$ cat src/rtl/sqas_pkg.sv
// Package with shared types, constants and codes of the argument splitter.
package sqas_pkg;

    localparam logic [1:0] MODE_NORMAL = 2'd0;
    localparam logic [1:0] MODE_SINGLE = 2'd1;
    localparam logic [1:0] MODE_DOUBLE = 2'd2;
    localparam logic [1:0] MODE_ANSI   = 2'd3;

    localparam logic [1:0] NUM_NONE = 2'd0;
    localparam logic [1:0] NUM_OCT  = 2'd1;
    localparam logic [1:0] NUM_HEX  = 2'd2;

    localparam logic [1:0] BLANK_NONE  = 2'd0;
    localparam logic [1:0] BLANK_SPACE = 2'd1;
    localparam logic [1:0] BLANK_TAB   = 2'd2;

    localparam logic [7:0] ESC_CHAR  = 8'h1B;
    localparam logic [7:0] CTRL_BASE = 8'h40;

    localparam int MAX_RES = 4;
    localparam int QDEPTH  = 4;
    localparam int QAW     = 2;

    typedef struct packed {
        logic       action;
        logic [7:0] ch;
    } in_item_t;

    typedef struct packed {
        logic       has_byte;
        logic [7:0] out_byte;
        logic       arg_end;
        logic [1:0] status;
        logic       last;
    } out_item_t;

    // One classified item: up to four results and their count.
    typedef struct packed {
        logic [2:0]                 count;
        out_item_t [MAX_RES-1:0]    res;
    } bundle_t;

    function automatic logic is_blank(input logic [7:0] c);
        return (c == 8'h20) || (c == 8'h09) || (c == 8'h0A);
    endfunction

    function automatic logic is_oct(input logic [7:0] c);
        return (c >= 8'h30) && (c <= 8'h37);
    endfunction

    function automatic logic is_hex(input logic [7:0] c);
        return ((c >= 8'h30) && (c <= 8'h39)) || ((c >= 8'h61) && (c <= 8'h66))
            || ((c >= 8'h41) && (c <= 8'h46));
    endfunction

    function automatic logic [3:0] hex_val(input logic [7:0] c);
        logic [7:0] t;
        t = 8'h00;
        if (c <= 8'h39) t = c - 8'h30;
        else if (c >= 8'h61) t = c - 8'h57;
        else t = c - 8'h37;
        return t[3:0];
    endfunction

endpackage

$ cat src/rtl/sqas_front.sv
// Front end: parser state machine that turns one character into a result bundle.
module sqas_front (
    input  logic              clk,
    input  logic              rst_n,
    input  logic              in_valid,
    output logic              in_ready,
    input  sqas_pkg::in_item_t in_data,
    output logic              push,
    output sqas_pkg::bundle_t push_data,
    input  logic              q_full
);

    logic [1:0] quote_mode_reg, quote_mode_next;
    logic       escape_pending_reg, escape_pending_next;
    logic [1:0] number_kind_reg, number_kind_next;
    logic [8:0] number_value_reg, number_value_next;
    logic [1:0] number_digits_reg, number_digits_next;
    logic       control_pending_reg, control_pending_next;
    logic       hex_intro_pending_reg, hex_intro_pending_next;
    logic       dollar_pending_reg, dollar_pending_next;
    logic [1:0] escaped_blank_reg, escaped_blank_next;
    logic       separator_pending_reg, separator_pending_next;
    logic       line_started_reg, line_started_next;

    sqas_pkg::bundle_t b;
    logic       fire;
    logic [7:0] c;
    logic [7:0] up;
    logic [8:0] oct_v;
    logic [1:0] dig;
    logic       fresh;
    logic       ansi_tail;

    assign in_ready = !q_full;
    assign fire     = in_valid && in_ready;
    assign c        = in_data.ch;

    // Appends one result to the bundle under construction.
    function automatic sqas_pkg::bundle_t add(input sqas_pkg::bundle_t bi, input logic h,
                                              input logic [7:0] v, input logic e,
                                              input logic [1:0] s);
        sqas_pkg::bundle_t bo;
        bo = bi;
        if (bi.count < 3'(sqas_pkg::MAX_RES))
        begin
            bo.res[bi.count[1:0]].has_byte = h;
            bo.res[bi.count[1:0]].out_byte = v;
            bo.res[bi.count[1:0]].arg_end  = e;
            bo.res[bi.count[1:0]].status   = s;
            bo.res[bi.count[1:0]].last     = 1'b0;
            bo.count = bi.count + 3'd1;
        end
        return bo;
    endfunction

    always_comb
    begin
        quote_mode_next        = quote_mode_reg;
        escape_pending_next    = escape_pending_reg;
        number_kind_next       = number_kind_reg;
        number_value_next      = number_value_reg;
        number_digits_next     = number_digits_reg;
        control_pending_next   = control_pending_reg;
        hex_intro_pending_next = hex_intro_pending_reg;
        dollar_pending_next    = dollar_pending_reg;
        escaped_blank_next     = escaped_blank_reg;
        separator_pending_next = separator_pending_reg;
        line_started_next      = line_started_reg;
        b     = '0;
        fresh = 1'b0;
        ansi_tail = 1'b0;
        up    = (c >= 8'h61) ? c - 8'h20 : c;
        oct_v = {number_value_reg[5:0], 3'b000} + {6'd0, c[2:0]};
        dig   = number_digits_reg + 2'd1;

        if (in_data.action)
        begin
            if (quote_mode_reg == sqas_pkg::MODE_NORMAL)
            begin
                if (dollar_pending_reg) b = add(b, 1'b1, 8'h24, 1'b0, 2'd0);
                b = add(b, 1'b0, 8'h00, line_started_reg, 2'd0);
            end
            else
                b = add(b, 1'b0, 8'h00, 1'b0, quote_mode_reg);
            quote_mode_next        = sqas_pkg::MODE_NORMAL;
            escape_pending_next    = 1'b0;
            number_kind_next       = sqas_pkg::NUM_NONE;
            number_value_next      = '0;
            number_digits_next     = '0;
            control_pending_next   = 1'b0;
            hex_intro_pending_next = 1'b0;
            dollar_pending_next    = 1'b0;
            escaped_blank_next     = sqas_pkg::BLANK_NONE;
            separator_pending_next = 1'b0;
            line_started_next      = 1'b0;
        end
        else
        begin
            case (quote_mode_reg)
                sqas_pkg::MODE_NORMAL:
                begin
                    if (!line_started_reg)
                    begin
                        if (!sqas_pkg::is_blank(c))
                        begin
                            line_started_next = 1'b1;
                            fresh = 1'b1;
                        end
                    end
                    else if (escape_pending_reg)
                    begin
                        escape_pending_next = 1'b0;
                        if (c == 8'h0A) ;
                        else if (c == 8'h20) escaped_blank_next = sqas_pkg::BLANK_SPACE;
                        else if (c == 8'h09) escaped_blank_next = sqas_pkg::BLANK_TAB;
                        else if (c == 8'h24 || c == 8'h27 || c == 8'h22)
                            b = add(b, 1'b1, c, 1'b0, 2'd0);
                        else
                        begin
                            b = add(b, 1'b1, 8'h5C, 1'b0, 2'd0);
                            b = add(b, 1'b1, c, 1'b0, 2'd0);
                        end
                    end
                    else if (dollar_pending_reg && c == 8'h27)
                    begin
                        dollar_pending_next = 1'b0;
                        quote_mode_next = sqas_pkg::MODE_ANSI;
                    end
                    else
                    begin
                        if (dollar_pending_reg)
                        begin
                            dollar_pending_next = 1'b0;
                            b = add(b, 1'b1, 8'h24, 1'b0, 2'd0);
                        end
                        if (sqas_pkg::is_blank(c))
                            separator_pending_next = 1'b1;
                        else
                        begin
                            if (escaped_blank_reg == sqas_pkg::BLANK_SPACE)
                                b = add(b, 1'b1, 8'h20, 1'b0, 2'd0);
                            else if (escaped_blank_reg == sqas_pkg::BLANK_TAB)
                            begin
                                b = add(b, 1'b1, 8'h5C, 1'b0, 2'd0);
                                b = add(b, 1'b1, 8'h09, 1'b0, 2'd0);
                            end
                            escaped_blank_next = sqas_pkg::BLANK_NONE;
                            if (separator_pending_reg)
                            begin
                                b = add(b, 1'b0, 8'h00, 1'b1, 2'd0);
                                separator_pending_next = 1'b0;
                            end
                            fresh = 1'b1;
                        end
                    end
                    if (fresh)
                    begin
                        if (c == 8'h5C) escape_pending_next = 1'b1;
                        else if (c == 8'h27) quote_mode_next = sqas_pkg::MODE_SINGLE;
                        else if (c == 8'h22) quote_mode_next = sqas_pkg::MODE_DOUBLE;
                        else if (c == 8'h24) dollar_pending_next = 1'b1;
                        else b = add(b, 1'b1, c, 1'b0, 2'd0);
                    end
                end
                sqas_pkg::MODE_SINGLE:
                begin
                    if (c == 8'h27) quote_mode_next = sqas_pkg::MODE_NORMAL;
                    else b = add(b, 1'b1, c, 1'b0, 2'd0);
                end
                sqas_pkg::MODE_DOUBLE:
                begin
                    if (escape_pending_reg)
                    begin
                        escape_pending_next = 1'b0;
                        if (c != 8'h22 && c != 8'h5C && c != 8'h0A)
                            b = add(b, 1'b1, 8'h5C, 1'b0, 2'd0);
                        b = add(b, 1'b1, c, 1'b0, 2'd0);
                    end
                    else if (c == 8'h5C) escape_pending_next = 1'b1;
                    else if (c == 8'h22) quote_mode_next = sqas_pkg::MODE_NORMAL;
                    else b = add(b, 1'b1, c, 1'b0, 2'd0);
                end
                default:
                begin
                    if (control_pending_reg)
                    begin
                        control_pending_next = 1'b0;
                        if ((c >= 8'h61 && c <= 8'h7A) || (c >= sqas_pkg::CTRL_BASE && c <= 8'h5F))
                            b = add(b, 1'b1, up - sqas_pkg::CTRL_BASE, 1'b0, 2'd0);
                        else
                        begin
                            b = add(b, 1'b1, 8'h5C, 1'b0, 2'd0);
                            b = add(b, 1'b1, 8'h63, 1'b0, 2'd0);
                            b = add(b, 1'b1, c, 1'b0, 2'd0);
                        end
                    end
                    else if (hex_intro_pending_reg)
                    begin
                        hex_intro_pending_next = 1'b0;
                        if (sqas_pkg::is_hex(c))
                        begin
                            number_kind_next   = sqas_pkg::NUM_HEX;
                            number_value_next  = {5'd0, sqas_pkg::hex_val(c)};
                            number_digits_next = 2'd1;
                        end
                        else
                        begin
                            b = add(b, 1'b1, 8'h5C, 1'b0, 2'd0);
                            b = add(b, 1'b1, 8'h78, 1'b0, 2'd0);
                            ansi_tail = 1'b1;
                        end
                    end
                    else if (number_kind_reg == sqas_pkg::NUM_OCT)
                    begin
                        if (sqas_pkg::is_oct(c))
                        begin
                            number_value_next  = oct_v;
                            number_digits_next = dig;
                            if (dig == 2'd3)
                            begin
                                b = add(b, 1'b1, oct_v[7:0], 1'b0, 2'd0);
                                number_kind_next   = sqas_pkg::NUM_NONE;
                                number_value_next  = '0;
                                number_digits_next = '0;
                            end
                        end
                        else
                        begin
                            b = add(b, 1'b1, number_value_reg[7:0], 1'b0, 2'd0);
                            number_kind_next   = sqas_pkg::NUM_NONE;
                            number_value_next  = '0;
                            number_digits_next = '0;
                            ansi_tail = 1'b1;
                        end
                    end
                    else if (number_kind_reg == sqas_pkg::NUM_HEX)
                    begin
                        number_kind_next   = sqas_pkg::NUM_NONE;
                        number_digits_next = '0;
                        number_value_next  = '0;
                        if (sqas_pkg::is_hex(c))
                            b = add(b, 1'b1, {number_value_reg[3:0], sqas_pkg::hex_val(c)},
                                    1'b0, 2'd0);
                        else
                        begin
                            b = add(b, 1'b1, number_value_reg[7:0], 1'b0, 2'd0);
                            ansi_tail = 1'b1;
                        end
                    end
                    else if (escape_pending_reg)
                    begin
                        escape_pending_next = 1'b0;
                        case (c)
                            8'h61: b = add(b, 1'b1, 8'h07, 1'b0, 2'd0);
                            8'h62: b = add(b, 1'b1, 8'h08, 1'b0, 2'd0);
                            8'h66: b = add(b, 1'b1, 8'h0C, 1'b0, 2'd0);
                            8'h6E: b = add(b, 1'b1, 8'h0A, 1'b0, 2'd0);
                            8'h72: b = add(b, 1'b1, 8'h0D, 1'b0, 2'd0);
                            8'h74: b = add(b, 1'b1, 8'h09, 1'b0, 2'd0);
                            8'h76: b = add(b, 1'b1, 8'h0B, 1'b0, 2'd0);
                            8'h65: b = add(b, 1'b1, sqas_pkg::ESC_CHAR, 1'b0, 2'd0);
                            8'h5C: b = add(b, 1'b1, 8'h5C, 1'b0, 2'd0);
                            8'h27: b = add(b, 1'b1, 8'h27, 1'b0, 2'd0);
                            8'h78: hex_intro_pending_next = 1'b1;
                            8'h63: control_pending_next = 1'b1;
                            default:
                            begin
                                if (sqas_pkg::is_oct(c))
                                begin
                                    number_kind_next   = sqas_pkg::NUM_OCT;
                                    number_value_next  = {6'd0, c[2:0]};
                                    number_digits_next = 2'd1;
                                end
                                else
                                begin
                                    b = add(b, 1'b1, 8'h5C, 1'b0, 2'd0);
                                    b = add(b, 1'b1, c, 1'b0, 2'd0);
                                end
                            end
                        endcase
                    end
                    else
                        ansi_tail = 1'b1;
                    if (ansi_tail)
                    begin
                        if (c == 8'h5C) escape_pending_next = 1'b1;
                        else if (c == 8'h27) quote_mode_next = sqas_pkg::MODE_NORMAL;
                        else b = add(b, 1'b1, c, 1'b0, 2'd0);
                    end
                end
            endcase
        end
    end

    assign push      = fire && (b.count != 3'd0);
    assign push_data = b;

    always_ff @(posedge clk or negedge rst_n)
    begin
        if (!rst_n)
        begin
            quote_mode_reg        <= sqas_pkg::MODE_NORMAL;
            escape_pending_reg    <= 1'b0;
            number_kind_reg       <= sqas_pkg::NUM_NONE;
            number_value_reg      <= '0;
            number_digits_reg     <= '0;
            control_pending_reg   <= 1'b0;
            hex_intro_pending_reg <= 1'b0;
            dollar_pending_reg    <= 1'b0;
            escaped_blank_reg     <= sqas_pkg::BLANK_NONE;
            separator_pending_reg <= 1'b0;
            line_started_reg      <= 1'b0;
        end
        else if (fire)
        begin
            quote_mode_reg        <= quote_mode_next;
            escape_pending_reg    <= escape_pending_next;
            number_kind_reg       <= number_kind_next;
            number_value_reg      <= number_value_next;
            number_digits_reg     <= number_digits_next;
            control_pending_reg   <= control_pending_next;
            hex_intro_pending_reg <= hex_intro_pending_next;
            dollar_pending_reg    <= dollar_pending_next;
            escaped_blank_reg     <= escaped_blank_next;
            separator_pending_reg <= separator_pending_next;
            line_started_reg      <= line_started_next;
        end
    end

endmodule

$ cat src/rtl/sqas_queue.sv
// Short queue of result bundles between the front end and the back end.
module sqas_queue (
    input  logic              clk,
    input  logic              rst_n,
    input  logic              push,
    input  sqas_pkg::bundle_t push_data,
    output logic              full,
    input  logic              pop,
    output logic              not_empty,
    output sqas_pkg::bundle_t head
);

    sqas_pkg::bundle_t [sqas_pkg::QDEPTH-1:0] slot_reg;
    logic [sqas_pkg::QAW-1:0] wp_reg, rp_reg;
    logic [sqas_pkg::QAW:0]   cnt_reg;

    assign full      = (cnt_reg == (sqas_pkg::QAW+1)'(sqas_pkg::QDEPTH));
    assign not_empty = (cnt_reg != '0);
    assign head      = slot_reg[rp_reg];

    always_ff @(posedge clk)
    begin
        if (push) slot_reg[wp_reg] <= push_data;
    end

    always_ff @(posedge clk or negedge rst_n)
    begin
        if (!rst_n)
        begin
            wp_reg  <= '0;
            rp_reg  <= '0;
            cnt_reg <= '0;
        end
        else
        begin
            if (push) wp_reg <= wp_reg + 1'b1;
            if (pop) rp_reg <= rp_reg + 1'b1;
            cnt_reg <= cnt_reg + {{sqas_pkg::QAW{1'b0}}, push} - {{sqas_pkg::QAW{1'b0}}, pop};
        end
    end

endmodule

$ cat src/rtl/sqas_back.sv
// Back end: unrolls each queued bundle into single results on the output register.
module sqas_back (
    input  logic               clk,
    input  logic               rst_n,
    input  logic               q_valid,
    input  sqas_pkg::bundle_t  q_head,
    output logic               q_pop,
    output logic               out_valid,
    input  logic               out_ready,
    output sqas_pkg::out_item_t out_data
);

    logic [1:0]          idx_reg;
    logic                ov_reg;
    sqas_pkg::out_item_t od_reg;
    sqas_pkg::out_item_t pick;
    logic                load;
    logic                is_last;

    assign load    = q_valid && (!ov_reg || out_ready);
    assign is_last = ({1'b0, idx_reg} + 3'd1) == q_head.count;
    assign q_pop   = load && is_last;

    assign out_valid = ov_reg;
    assign out_data  = od_reg;

    // The selected result, marked as last when it closes its bundle.
    always_comb
    begin
        pick      = q_head.res[idx_reg];
        pick.last = is_last;
    end

    always_ff @(posedge clk)
    begin
        if (load) od_reg <= pick;
    end

    always_ff @(posedge clk or negedge rst_n)
    begin
        if (!rst_n)
        begin
            idx_reg <= '0;
            ov_reg  <= 1'b0;
        end
        else
        begin
            if (load) ov_reg <= 1'b1;
            else if (out_ready) ov_reg <= 1'b0;
            if (load) idx_reg <= is_last ? 2'd0 : idx_reg + 2'd1;
        end
    end

endmodule

$ cat src/rtl/shell_quote_argument_splitter_core.sv
// Top level of the shell-style command line argument splitter.
// Order: a character's first result is written to a queue slot, then to the output register.
// Throughput: one character per cycle while each yields at most one result and
// out_ready is high; an item's results leave the single output register in turn,
// and the four-entry bundle queue absorbs short bursts before in_ready drops.
// Reset: rst_n clears parser state, queue pointers and the output valid at once.
module shell_quote_argument_splitter_core (
    input  logic                clk,
    input  logic                rst_n,
    input  logic                in_valid,
    output logic                in_ready,
    input  sqas_pkg::in_item_t  in_data,
    output logic                out_valid,
    input  logic                out_ready,
    output sqas_pkg::out_item_t out_data
);

    // The front end classifies each transaction into a bundle of results.
    logic              push, full, not_empty, pop;
    sqas_pkg::bundle_t push_data, head;

    sqas_front u_front (
        .clk       (clk),
        .rst_n     (rst_n),
        .in_valid  (in_valid),
        .in_ready  (in_ready),
        .in_data   (in_data),
        .push      (push),
        .push_data (push_data),
        .q_full    (full)
    );

    // The queue lets the parser run ahead while the output stalls.
    sqas_queue u_queue (
        .clk       (clk),
        .rst_n     (rst_n),
        .push      (push),
        .push_data (push_data),
        .full      (full),
        .pop       (pop),
        .not_empty (not_empty),
        .head      (head)
    );

    // The back end emits one result transaction per cycle while results are queued and out_ready is high.
    sqas_back u_back (
        .clk       (clk),
        .rst_n     (rst_n),
        .q_valid   (not_empty),
        .q_head    (head),
        .q_pop     (pop),
        .out_valid (out_valid),
        .out_ready (out_ready),
        .out_data  (out_data)
    );

endmodule

$ cat config.mk
export PLATFORM = sky130hd
export DESIGN_NAME = shell_quote_argument_splitter_core
export DESIGN_NICKNAME = d
export VERILOG_FILES = /design/src/rtl/sqas_pkg.sv /design/src/rtl/sqas_front.sv /design/src/rtl/sqas_queue.sv /design/src/rtl/sqas_back.sv /design/src/rtl/shell_quote_argument_splitter_core.sv
export SDC_FILE = /design/constraint.sdc
export NUM_CORES = 1
export LEC_CHECK = 0
export BUFFER_PORTS_ARGS = -buffer_cell sky130_fd_sc_hd__buf_2
export CORE_MARGIN = 2
export CORE_UTILIZATION = 68
export CTS_BUF_LIST = sky130_fd_sc_hd__clkbuf_8
export DETAILED_ROUTE_END_ITERATION = 10
export PLACE_DENSITY = 0.82
export SLEW_MARGIN = 10
export SYNTH_ARGS = -nofsm -noshare
export SYNTH_HDL_FRONTEND = slang
export SYNTH_HIERARCHICAL = 1
export SYNTH_SLANG_ARGS = --single-unit
$ cat constraint.sdc
create_clock -name clk -period 9.1 [get_ports clk]
set_input_delay 0.91 -clock clk [delete_from_list [all_inputs] [get_ports clk]]
set_output_delay 0.91 -clock clk [all_outputs]
set_load 0.005 [all_outputs]
==> summary.txt, run 1 <==
area of the core -> 0.0189 mm2
Syn Area/Cell -> 12.6 um2
global-route wire length before repair -> 56,400 um
max cap viols -> 0
WP data required -> 9.24 ns
Pleak -> 5.05 nW
Reg area -> 0.00732 mm2
worst-margin pin slew -> 1.02 ns
hpwl dp -> 25,000 um
Gate Count Post-Synth -> 1,043
Arrival @ worst endpoint -> 5.57 ns
area grow syn2layout -> 7.06%
Ys Warns -> 6
DR WL/cell -> 27.3 um
Pre-antenna DRT Iters -> 6
Initial Util -> 69.8%
slowest CP cell -> a31oi_1
Total GRT Usage -> 37.3%
Clk Latency, worst-skew pair -> 0.57 ns
worst path cell trace -> buf_2, inv_1, ha_1, nor4b_1, a21o_1, o211a_1, a21oi_2, o41ai_1, and2b_1, ha_1, nand2_1, a31o_2, a31oi_1, and2_2, buf_4
Slew Limit Headroom -> 31.9%
kind of critical path -> primary input to flip-flop
R2R depth -> 12
Buffers on Ports -> 27
via count -> 9,675
remaining global-route overflow -> 0
crit-path max FO -> 48
maximum clock path buffer count -> 3
peak supply drop -> 0.194 mV
flop-to-flop setup slack -> 4.17 ns
I/O pins -> 28
Die X -> 143 um
Final setup viols -> 0
Worst-path clk slew -> 0.07 ns
DR iter-0 viols -> 1,232
Final period util -> 59.6%
total die area -> 0.0205 mm2
Post-CTS Resized -> 0
status -> complete, no violations
cell area after synthesis -> 0.0132 mm2
post-CTS setup buffer count -> 0
CP Launch Type -> primary input
CTS buffer count -> 39
vias in the first global route -> 9,649
final-stage net count -> 1,110
max-slew violation count -> 0
initial antenna violation count -> 0
clock root cell -> clkbuf_8
number of routed nets with antenna violations -> 0
Fin. Hold Viols -> 0
max reg flops -> 204
DR vias/cell -> 7.16
Setup TNS Final -> 0 ns
worst r2r dst -> u_queue/slot_reg[214]
row count -> 50
area of the multi-input gates -> 0.00540 mm2
worst hold-check path type -> primary input to asynchronous set/reset pin
Hold-fix buffers, CTS -> 0
CTS tree -> yes
Clock Sinks -> 249
Antenna Cells -> 0
RSZ-0062 raised after global routing -> false
CP peak stage delay -> 0.59 ns
GPL Wtd Cong -> 1.03
Routed WL -> 36,800 um
fmax -> 184 MHz
fin util -> 74.8%
hold_ws -> 0.443 ns
cell mode on critical path -> ha_1
Worst R2R Start -> u_front/escape_pending_reg
Fillers -> 1,253
skew final -> 0.0590 ns
Pwr Density -> 254 mW/mm2
share of cells above drive strength 1 -> 16.9%
CTS H-tree lvls -> 2
largest net degree at the start of global routing -> 54
height of the die -> 143 um
CP top delay family -> compound AO/OA/AOI/OAI gates
min Tclk post-route -> 5.42 ns
drc violations -> 0
CP Capture Type -> flip-flop
buffers plus inverters on the worst setup path -> 3
==> metal layers <==
metal / vias up / part of all wire [%] / global-route usage (%) / wire, um
met3: 170 / 9.9 / 7.16 / 3630
met2: 725 / 48 / 60.5 / 17800
met5: - / 0 / 0 / 0
met1: 4696 / 36 / 49.0 / 13400
met4: 0 / 5.3 / 18.2 / 1970
li1: 4084 / - / - / -
==> layout make-up <==
type / instances / area share, %
Clock buffer: 40 / 3.90
Timing Repair Buffer: 41 / 1.70
Inverter: 35 / 0.930
Tap cell: 260 / 2.30
Multi-Input combinational cell: 697 / 38.3
Sequential cell: 249 / 51.8
Clock inverter: 29 / 1.08
==> where the power goes <==
part / internal, W / leakage, nW / switching, W
combinational: 0.000487 / 2.18 / 0.000555
clock: 0.000438 / 0.419 / 0.000421
sequential: 0.00153 / 2.45 / 0.000165
==> placed cells by master, fill, tap and decap left out, types with 30 or more instances in the layout <==
cell        n
a21oi_1    53
clkbuf_8   40
dfrtp_1    30
nand2_1    94
mux4_2     60
edfxtp_1  217
inv_1      51
nor2_1     75
o21ai_0    58
ha_1       33
==> worst max-delay path by stage <==
stage / start / end / slack, ns / cells past startpoint
after floorplan: in_data[1] / u_queue/slot_reg[10] / 3.62 / 15
after global placement: in_data[0] / u_queue/slot_reg[212] / 3.48 / 15
after detailed placement: in_data[0] / u_queue/slot_reg[212] / 3.29 / 15
after CTS: in_data[0] / u_queue/slot_reg[214] / 3.84 / 15
after global routing: in_data[0] / u_queue/slot_reg[159] / 3.43 / 15
final: in_data[0] / u_queue/slot_reg[214] / 3.68 / 15
==> per-stage QoR <==
step / cells / cell area, um2 / setup slack (ns) / total power, W
final: 1351 / 14100 / 3.68 / 0.00359
after global routing: 1351 / 14100 / 3.43 / 0.00375
after CTS: 1351 / 14100 / 3.84 / 0.00361
after detailed placement: 1282 / 13400 / 3.29 / 0.00275
after global placement: 1282 / 13400 / 3.48 / 0.00267
after floorplan: 1048 / 13200 / 3.62 / 0.00244
Power figures use the tool's default switching activity.
==> run 2, diff against run 1 <==
--- a/config.mk
+++ b/config.mk
@@ -7,10 +7,10 @@
 export LEC_CHECK = 0
 export BUFFER_PORTS_ARGS = -buffer_cell sky130_fd_sc_hd__buf_2
 export CORE_MARGIN = 2
-export CORE_UTILIZATION = 68
+export CORE_UTILIZATION = 59
 export CTS_BUF_LIST = sky130_fd_sc_hd__clkbuf_8
 export DETAILED_ROUTE_END_ITERATION = 10
-export PLACE_DENSITY = 0.82
+export PLACE_DENSITY = 0.76
 export SLEW_MARGIN = 10
 export SYNTH_ARGS = -nofsm -noshare
 export SYNTH_HDL_FRONTEND = slang
==> constraint.sdc (replaced) <==
create_clock -name clk -period 4.8 [get_ports clk]
set_input_delay 0.48 -clock clk [delete_from_list [all_inputs] [get_ports clk]]
set_output_delay 0.48 -clock clk [all_outputs]
set_load 0.005 [all_outputs]
==> run 2 against run 1 <==
Effect of this change:
- sequential cell count is the same
- die area grew 15%
- critical path depth shrank 2
- clock-buffer cell count shrank 1
- wire length shrank 3.5%
- worst hold slack lost 0.43 ns
- global-route usage shrank 7.1 points
- largest cell class unchanged
- via count shrank 1.2%
- register-to-register slack lost 3.5 ns
==> summary.txt, run 2 (synthesis gave the netlist of run 1 again) <==
status -> complete, no violations
Hold-fix buffers, CTS -> 0 (unchanged)
row count -> 54 (+8.0%)
max cap viols -> 0 (unchanged)
Arrival @ worst endpoint -> 4.40 ns (-1.17 ns)
max-slew violation count -> 0 (unchanged)
maximum clock path buffer count -> 3 (unchanged)
Antenna Cells -> 0 (unchanged)
commonest non-fill, non-tap cell in the layout -> edfxtp_1
Final period util -> 86.8%
worst hold-check path type -> primary input to asynchronous set/reset pin
initial antenna violation count -> 0 (unchanged)
Post-CTS Resized -> 0 (unchanged)
CTS tree -> yes
vias in the first global route -> 9,231 (-4.3%)
hpwl dp -> 24,800 um (-0.96%)
Slew Limit Headroom -> 42.8% (+11 points)
Pleak -> 5.24 nW (+3.8%)
final-stage net count -> 1,142 (+2.9%)
Pwr Density -> 473 mW/mm2 (+86%)
Total GRT Usage -> 30.2% (-7.1 points)
share of cells above drive strength 1 -> 19.3% (+2.4 points)
drc violations -> 0 (unchanged)
DR iter-0 viols -> 1,102 (-11%)
I/O pins -> 28 (unchanged)
height of the die -> 154 um (+7.1%)
Fin. Hold Viols -> 0 (unchanged)
min Tclk post-route -> 4.17 ns
Routed WL -> 35,500 um (-3.5%)
RSZ-0062 raised after global routing -> false
Clock Sinks -> 249 (unchanged)
Fillers -> 1,639 (+31%)
Buffers on Ports -> 27 (unchanged)
Non-Filler Instances -> 1,404 (+3.9%)
total die area -> 0.0236 mm2 (+15%)
post-placement cell count -> 1,334 (+4.1%)
Clk Latency, worst-skew pair -> 0.56 ns (about the same)
area grow syn2layout -> 9.82%
largest net degree at the start of global routing -> 52 (-3.7%)
clock root cell -> clkbuf_8
GPL Wtd Cong -> 1.04 (+1.4%)
most frequent cells in the layout -> edfxtp_1, nand2_1, nor2_1
CTS buffer count -> 39 (unchanged)
crit-path max FO -> 22 (-54%)
CP Capture Type -> flip-flop
skew final -> 0.0287 ns (-0.0304 ns)
Final Power -> 0.00685 W (+91%)
DR vias/cell -> 6.81 (-5.0%)
peak supply drop -> 0.267 mV (+37%)
DR WL/cell -> 25.3 um (-7.2%)
Worst-path clk slew -> 0.06 ns (about the same)
via count -> 9,556 (-1.2%)
CTS H-tree lvls -> 2 (unchanged)
Final setup viols -> 0 (unchanged)
number of routed nets with antenna violations -> 0 (unchanged)
Pre-antenna DRT Iters -> 6 (unchanged)
worst-margin pin slew -> 0.858 ns (-0.164 ns)
fmax -> 240 MHz
kind of critical path -> flip-flop to flip-flop
remaining global-route overflow -> 0 (unchanged)
global-route wire length before repair -> 54,400 um (-3.7%)
CP Launch Type -> flip-flop
Setup TNS Final -> 0 ns (unchanged)
WP data required -> 5.04 ns (-4.20 ns)
Initial Util -> 60.3% (-9.6 points)
area of the core -> 0.0219 mm2 (+16%)
max reg flops -> 204 (unchanged)
Die X -> 154 um (+7.1%)
post-CTS setup buffer count -> 0 (unchanged)
[run 2: cell count changes in the layout (fill, tap and decap cells not counted), sizes merged]
cell	change
clkbuf	-1
bufinv	+1
buf	+32
clkinvlp	-2
inv	-1
clkinv	+4
[run 2: worst paths after layout]
| kind | start | end | slack (ns) | cells past startpoint |
|---|---|---|---|---|
| min reg2reg | u_front/escaped_blank_reg[0] | u_front/escaped_blank_reg[0] | 0.50 | 2 |
| max in group asynchronous | rst_n | u_queue/rp_reg[0] | 4.18 | 1 |
| min | rst_n | u_back/out_valid | 0.02 | 1 |
| max reg2reg | u_front/number_kind_reg[0] | u_queue/slot_reg[215] | 0.63 | 13 |
| min in group clk | out_ready | u_back/out_valid | 0.34 | 3 |
| max | u_front/number_kind_reg[0] | u_queue/slot_reg[215] | 0.63 | 13 |
[run 2: per-layer routing]
metal / routed length (um) / track usage [%] / part of all wire, %
met2: 16800 / 47.9 / 47
met3: 3090 / 5.19 / 8.7
met1: 14200 / 41.6 / 40
met4: 1520 / 13.1 / 4.3
met5: 0 / 0 / 0
[run 2: final cells by class]
cell class                 count  area, um2  area share (%)
clock buffer                  39        537            3.70
clock inverter                31        203            1.40
inverter                      35        131           0.907
multi-input combinational    697       5400            37.3
sequential                   249       7320            50.5
tap                          280        350            2.42
timing repair buffer          73        543            3.75
[run 2: worst max-delay path, stage by stage (launching register included)]
cell	delay (ns)
dfrtp_1	0.36
inv_1	0.05
ha_1	0.33
nor2_1	0.45
nand4_1	0.40
o41ai_1	0.52
and2b_1	0.25
ha_1	0.20
and3_1	0.16
o22ai_1	0.11
a31oi_1	0.21
buf_4	0.18
and2_2	0.37
buf_12	0.23
[run 2: where the power goes]
group	switching [W]	leakage, nW	internal (W)
Clock	0.000815	0.433	0.000882
Combinational	0.000978	2.36	0.000969
Sequential	0.000317	2.45	0.00289
[run 2: stage by stage]
| step | utilization (%) | area [um2] | hold WS [ns] | setup slack (ns) |
|---|---|---|---|---|
| global route | 66.2 | 14500 | 0.0732 | 0.413 |
| detailed placement | 62.8 | 13800 | 0.499 | 0.307 |
| floorplan | - | 13200 | 0.184 | 0.275 |
| global placement | 62.8 | 13800 | 0.486 | 0.372 |
| finish | 66.2 | 14500 | 0.0162 | 0.632 |
| CTS | 66.2 | 14500 | 0.0270 | 0.700 |
